==> config.mk <==
export PLATFORM = sky130hd
export DESIGN_NAME = spa_update
export DESIGN_NICKNAME = d
export VERILOG_FILES = /design/src/design/spa_pkg.sv /design/src/design/spa_update.sv
export SDC_FILE = /design/constraint.sdc
export NUM_CORES = 1
export LEC_CHECK = 0
export ABC_AREA = 1
export BUFFER_PORTS_ARGS = -buffer_cell sky130_fd_sc_hd__buf_2
export CAP_MARGIN = 10
export CELL_PAD_IN_SITES_DETAIL_PLACEMENT = 1
export CELL_PAD_IN_SITES_GLOBAL_PLACEMENT = 1
export CORE_AREA = 2 2 322 324
export DETAILED_ROUTE_END_ITERATION = 10
export DIE_AREA = 0 0 324 326
export GPL_ROUTABILITY_DRIVEN = 0
export PLACE_DENSITY = 0.49
export SYNTH_ARGS = -nofsm -noshare
export SYNTH_HDL_FRONTEND = slang
export SYNTH_SLANG_ARGS = --single-unit
==> constraint.sdc <==
create_clock -name vclk -period 4.9
set_clock_uncertainty 0.2 [all_clocks]
set_input_delay 0.245 -clock vclk [all_inputs]
set_output_delay 0.245 -clock vclk [all_outputs]
set_load 0.005 [all_outputs]
==> src/design/spa_pkg.sv <==
package spa_pkg;

    localparam int NUM_ENTRIES_DEF = 16;

    localparam int OP_W  = 3;
    localparam int IDX_W = 4;
    localparam int VAL_W = 32;
    localparam int SUM_W = 64;
    localparam int CNT_W = 32;

    localparam int IN_TDATA_W  = 40;
    localparam int OUT_TDATA_W = 392;

    localparam logic [OP_W-1:0] OP_SET   = 3'd0;
    localparam logic [OP_W-1:0] OP_INC   = 3'd1;
    localparam logic [OP_W-1:0] OP_DEC   = 3'd2;
    localparam logic [OP_W-1:0] OP_FLUSH = 3'd3;
    localparam logic [OP_W-1:0] OP_RESET = 3'd4;

    localparam logic [CNT_W-1:0] CNT_MAX = '1;

    // packed from the lowest bit up: opcode, item_index, value
    typedef struct packed {
        logic signed [VAL_W-1:0] value;
        logic [IDX_W-1:0]        item_index;
        logic [OP_W-1:0]         opcode;
    } t_item;

    // packed from the lowest bit up: last, min, max, sum, count
    typedef struct packed {
        logic [CNT_W-1:0]        count;
        logic signed [SUM_W-1:0] sum;
        logic signed [VAL_W-1:0] max_val;
        logic signed [VAL_W-1:0] min_val;
        logic signed [VAL_W-1:0] last;
    } t_period;

    typedef struct packed {
        t_period rep;
        t_period cur;
    } t_entry;

endpackage

==> src/design/spa_update.sv <==
module spa_update (
    input  spa_pkg::t_item                 i_item,
    input  spa_pkg::t_entry                i_entry,
    input  logic signed [spa_pkg::VAL_W-1:0] i_default,
    output spa_pkg::t_entry                o_entry
);

    logic signed [spa_pkg::VAL_W-1:0] sample;
    logic signed [spa_pkg::SUM_W-1:0] sample_ext;

    always_comb begin
        case (i_item.opcode)
            spa_pkg::OP_INC: begin
                sample = i_entry.cur.last + i_item.value;
            end
            spa_pkg::OP_DEC: begin
                sample = i_entry.cur.last - i_item.value;
            end
            default: begin
                sample = i_item.value;
            end
        endcase
    end

    assign sample_ext = {{(spa_pkg::SUM_W-spa_pkg::VAL_W){sample[spa_pkg::VAL_W-1]}}, sample};

    always_comb begin
        o_entry = i_entry;
        case (i_item.opcode)
            spa_pkg::OP_SET, spa_pkg::OP_INC, spa_pkg::OP_DEC: begin
                o_entry.cur.last = sample;
                if (i_entry.cur.count == '0) begin
                    o_entry.cur.min_val = sample;
                    o_entry.cur.max_val = sample;
                    o_entry.cur.sum     = sample_ext;
                    o_entry.cur.count   = spa_pkg::CNT_W'(1);
                end else begin
                    if (sample < i_entry.cur.min_val) begin
                        o_entry.cur.min_val = sample;
                    end
                    if (i_entry.cur.max_val < sample) begin
                        o_entry.cur.max_val = sample;
                    end
                    o_entry.cur.sum = i_entry.cur.sum + sample_ext;
                    if (i_entry.cur.count != spa_pkg::CNT_MAX) begin
                        o_entry.cur.count = i_entry.cur.count + spa_pkg::CNT_W'(1);
                    end
                end
            end
            spa_pkg::OP_FLUSH: begin
                o_entry.rep         = i_entry.cur;
                o_entry.cur.sum     = '0;
                o_entry.cur.count   = '0;
                o_entry.cur.min_val = i_entry.cur.last;
                o_entry.cur.max_val = i_entry.cur.last;
            end
            spa_pkg::OP_RESET: begin
                o_entry.cur.sum     = '0;
                o_entry.cur.count   = '0;
                o_entry.cur.last    = i_default;
                o_entry.cur.min_val = i_default;
                o_entry.cur.max_val = i_default;
            end
            default: begin
            end
        endcase
    end

endmodule

==> reports/qor.csv <==
stage,metric,value,unit
floorplan,die_w,324,um
sta,holdWs,0.545,ns
power,p_per_area,198,nW/um^2
power,leakage,0.0162,uW
route,wl,144000,um
cells_and_area,clkbuf_count,0,
route,wl_per_cell,24.1,um
run_status,violations,setup timing,
synth,ys_seq_area_share,0,%
synth,postSynthCellCount,3184,
setup_path,crit_slowest_cell,ha_1,
cells_and_area,design_area,31100,sq um
min_path,hold_path_class,input pin to primary output,
synth,synth_cell_type_count,58,
synth,yosys-top-cells-area,"nand2_1 25%, ha_1 13%, inv_1 9.5%",
sta,report.final.slew_viol_count,0,
route,vias_per_cell,4.68,
placed_design,dpl_cell_area,25900,sq um
setup_path,startpoint_type,input pin,
cells_and_area,nNetsFinal,5228,
sta,rsz0062_at_grt,true,
route,dr.pass1.iters,5,
sta,max_freq,0.165,GHz
sta,setup_ws,-1.17,ns
floorplan,io_pins,839,
cells_and_area,nFlopsAndLatches,0,
cells_and_area,stdcell_count,5996,
sta,min_period_over_period,124,%
cells_and_area,regArea,0,sq um
sta,setup_viol,117,
global_route,grt_antenna_before_repair,14,
sta,finalCriticalPeriod,6.07,ns
route,ant_nets,0,
setup_path,end_kind,primary output,
route,via_count,28000,
global_route,grtUsageTotal,25.1,%
cells_and_area,final_layout_size_suffix_gt1_share,48.6,%
synth,yosysMostFrequentCell,nand2_1,
floorplan,core_region_area,103000,sq um
synth,yosys-top-cells-count,"1065 x nand2_1, 408 x inv_1, 257 x o21ai_0, 251 x nor2_1, 219 x a21oi_1",
synth,syn-num-nets,3803,
global_route,grt_overflow_total,0,
route,post-route-drc-count,0,
power,power,6160,uW
power,peakVddDrop,91.4,uV
floorplan,initial_utilization,15.7,%
cells_and_area,fillCellCount,13300,
synth,ys_warn_count,0,
cells_and_area,syn2layout_area_growth,93.7,%
placed_design,dp_cells,5841,
global_route,grt_pass1_vias,27700,
placed_design,dpl.hpwl,120000,um
global_route,grt_max_degree,166,
floorplan,die_h,326,um
setup_path,worst-setup-path-type,input pin to primary output,
setup_path,critPathMaxFanout,4,
sta,worst_pin_slew,0.938,ns
route,drtIter0Drc,1661,
setup_path,cpMostUsedCell,inv_2,
sta,maxSlewHeadroom,37.4,%
placed_design,dp_slack,-1.84,ns
global_route,grt_pass1_wl,196000,um
sta,finalHoldViolCount,0,
floorplan,die-area,106000,sq um
synth,syn_area_per_cell,5.05,sq um
synth,yosysTopAreaCellShare,24.9,%
floorplan,rows,118,
cells_and_area,multi_input_area,17400,sq um
setup_path,cp_num_buf_inv,13,
run_status,outcome,"complete, but fails checks",
setup_path,cpPeakStageDelay,0.36,ns
setup_path,crit_family,simple AND/OR/NAND/NOR gates,
synth,netlist_area,16100,sq um
synth,yosysTopAreaCell,nand2_1,
job,maxCapViolCount,0,
placed_design,port_buffers,835,
setup_path,cp.required,4.45,ns
setup_path,worstPathArrival,5.62,ns
worst paths after layout:
check    startpoint           end  slack (ns)  cells after the start
max       i_item[7]  o_entry[155]       -1.17                     42
min    i_entry[332]  o_entry[332]        0.54                      4
tightest hold or removal path, cell delays in order:
cell and delay (ns):
buf_2 0.07, nand2_1 0.04, nand2_1 0.04, buf_2 0.10
area by class of cell:
| cell class | instances | share of cell area (%) |
|---|---|---|
| repair inverters | 2 | 0.149 |
| inverters | 416 | 5.19 |
| well taps | 1380 | 5.54 |
| diodes | 9 | 0.0723 |
| multi-input cells | 2647 | 55.9 |
| repair buffers | 1542 | 33.2 |
per-stage QoR:
step | setup TNS, ns | utilization [%]
final | -116.47 | 30.4
after global routing | -159.28 | 30.3
after CTS | -103.15 | 28.0
after detailed placement | -151.71 | 25.3
after global placement | -145.93 | 25.3
after floorplan | -0.877 | -
per-layer routing:
metal	vias to the layer above	global-route usage (%)	share of wire, %
li1	13400	-	-
met1	13600	32.5	43
met2	886	44.9	49
met3	137	2.55	5.5
met4	4	4.58	2.5
met5	-	0	0.017
repair_timing:
item | CTS | global route
hold buffers | 0 | 0
setup endpoints to repair | 120 | 123
cloned | 5 | 8
pin swaps | 111 | 191
buffers inserted | 67 | 80
resized for setup | 539 | 429
power breakdown:
group	internal (uW)	switching, uW
combinational	2710	3450
clock	0.000248	0
sequential	0	0
layout by cell type (no fill, tap or decap), drive strengths merged, types with 25 or more instances in the layout:
master / count
a21oi: 222
buf: 1538
ha: 162
inv: 415
nand2: 1076
nand3: 165
nand4: 86
nor2: 258
nor3: 50
nor4: 25
o211ai: 32
o21ai: 312
xor2: 62
cells by family after synthesis:
family | after synthesis | share of synthesized area [%]
and+or+nand+nor | 1694 | 44.6
AOI/OAI and AO/OA | 708 | 25.0
adders and majority gates | 164 | 12.9
xor gates and xnor gates | 81 | 4.41
buffers and inverters | 537 | 13.1
No activity file was read; power rests on OpenSTA's default activity.
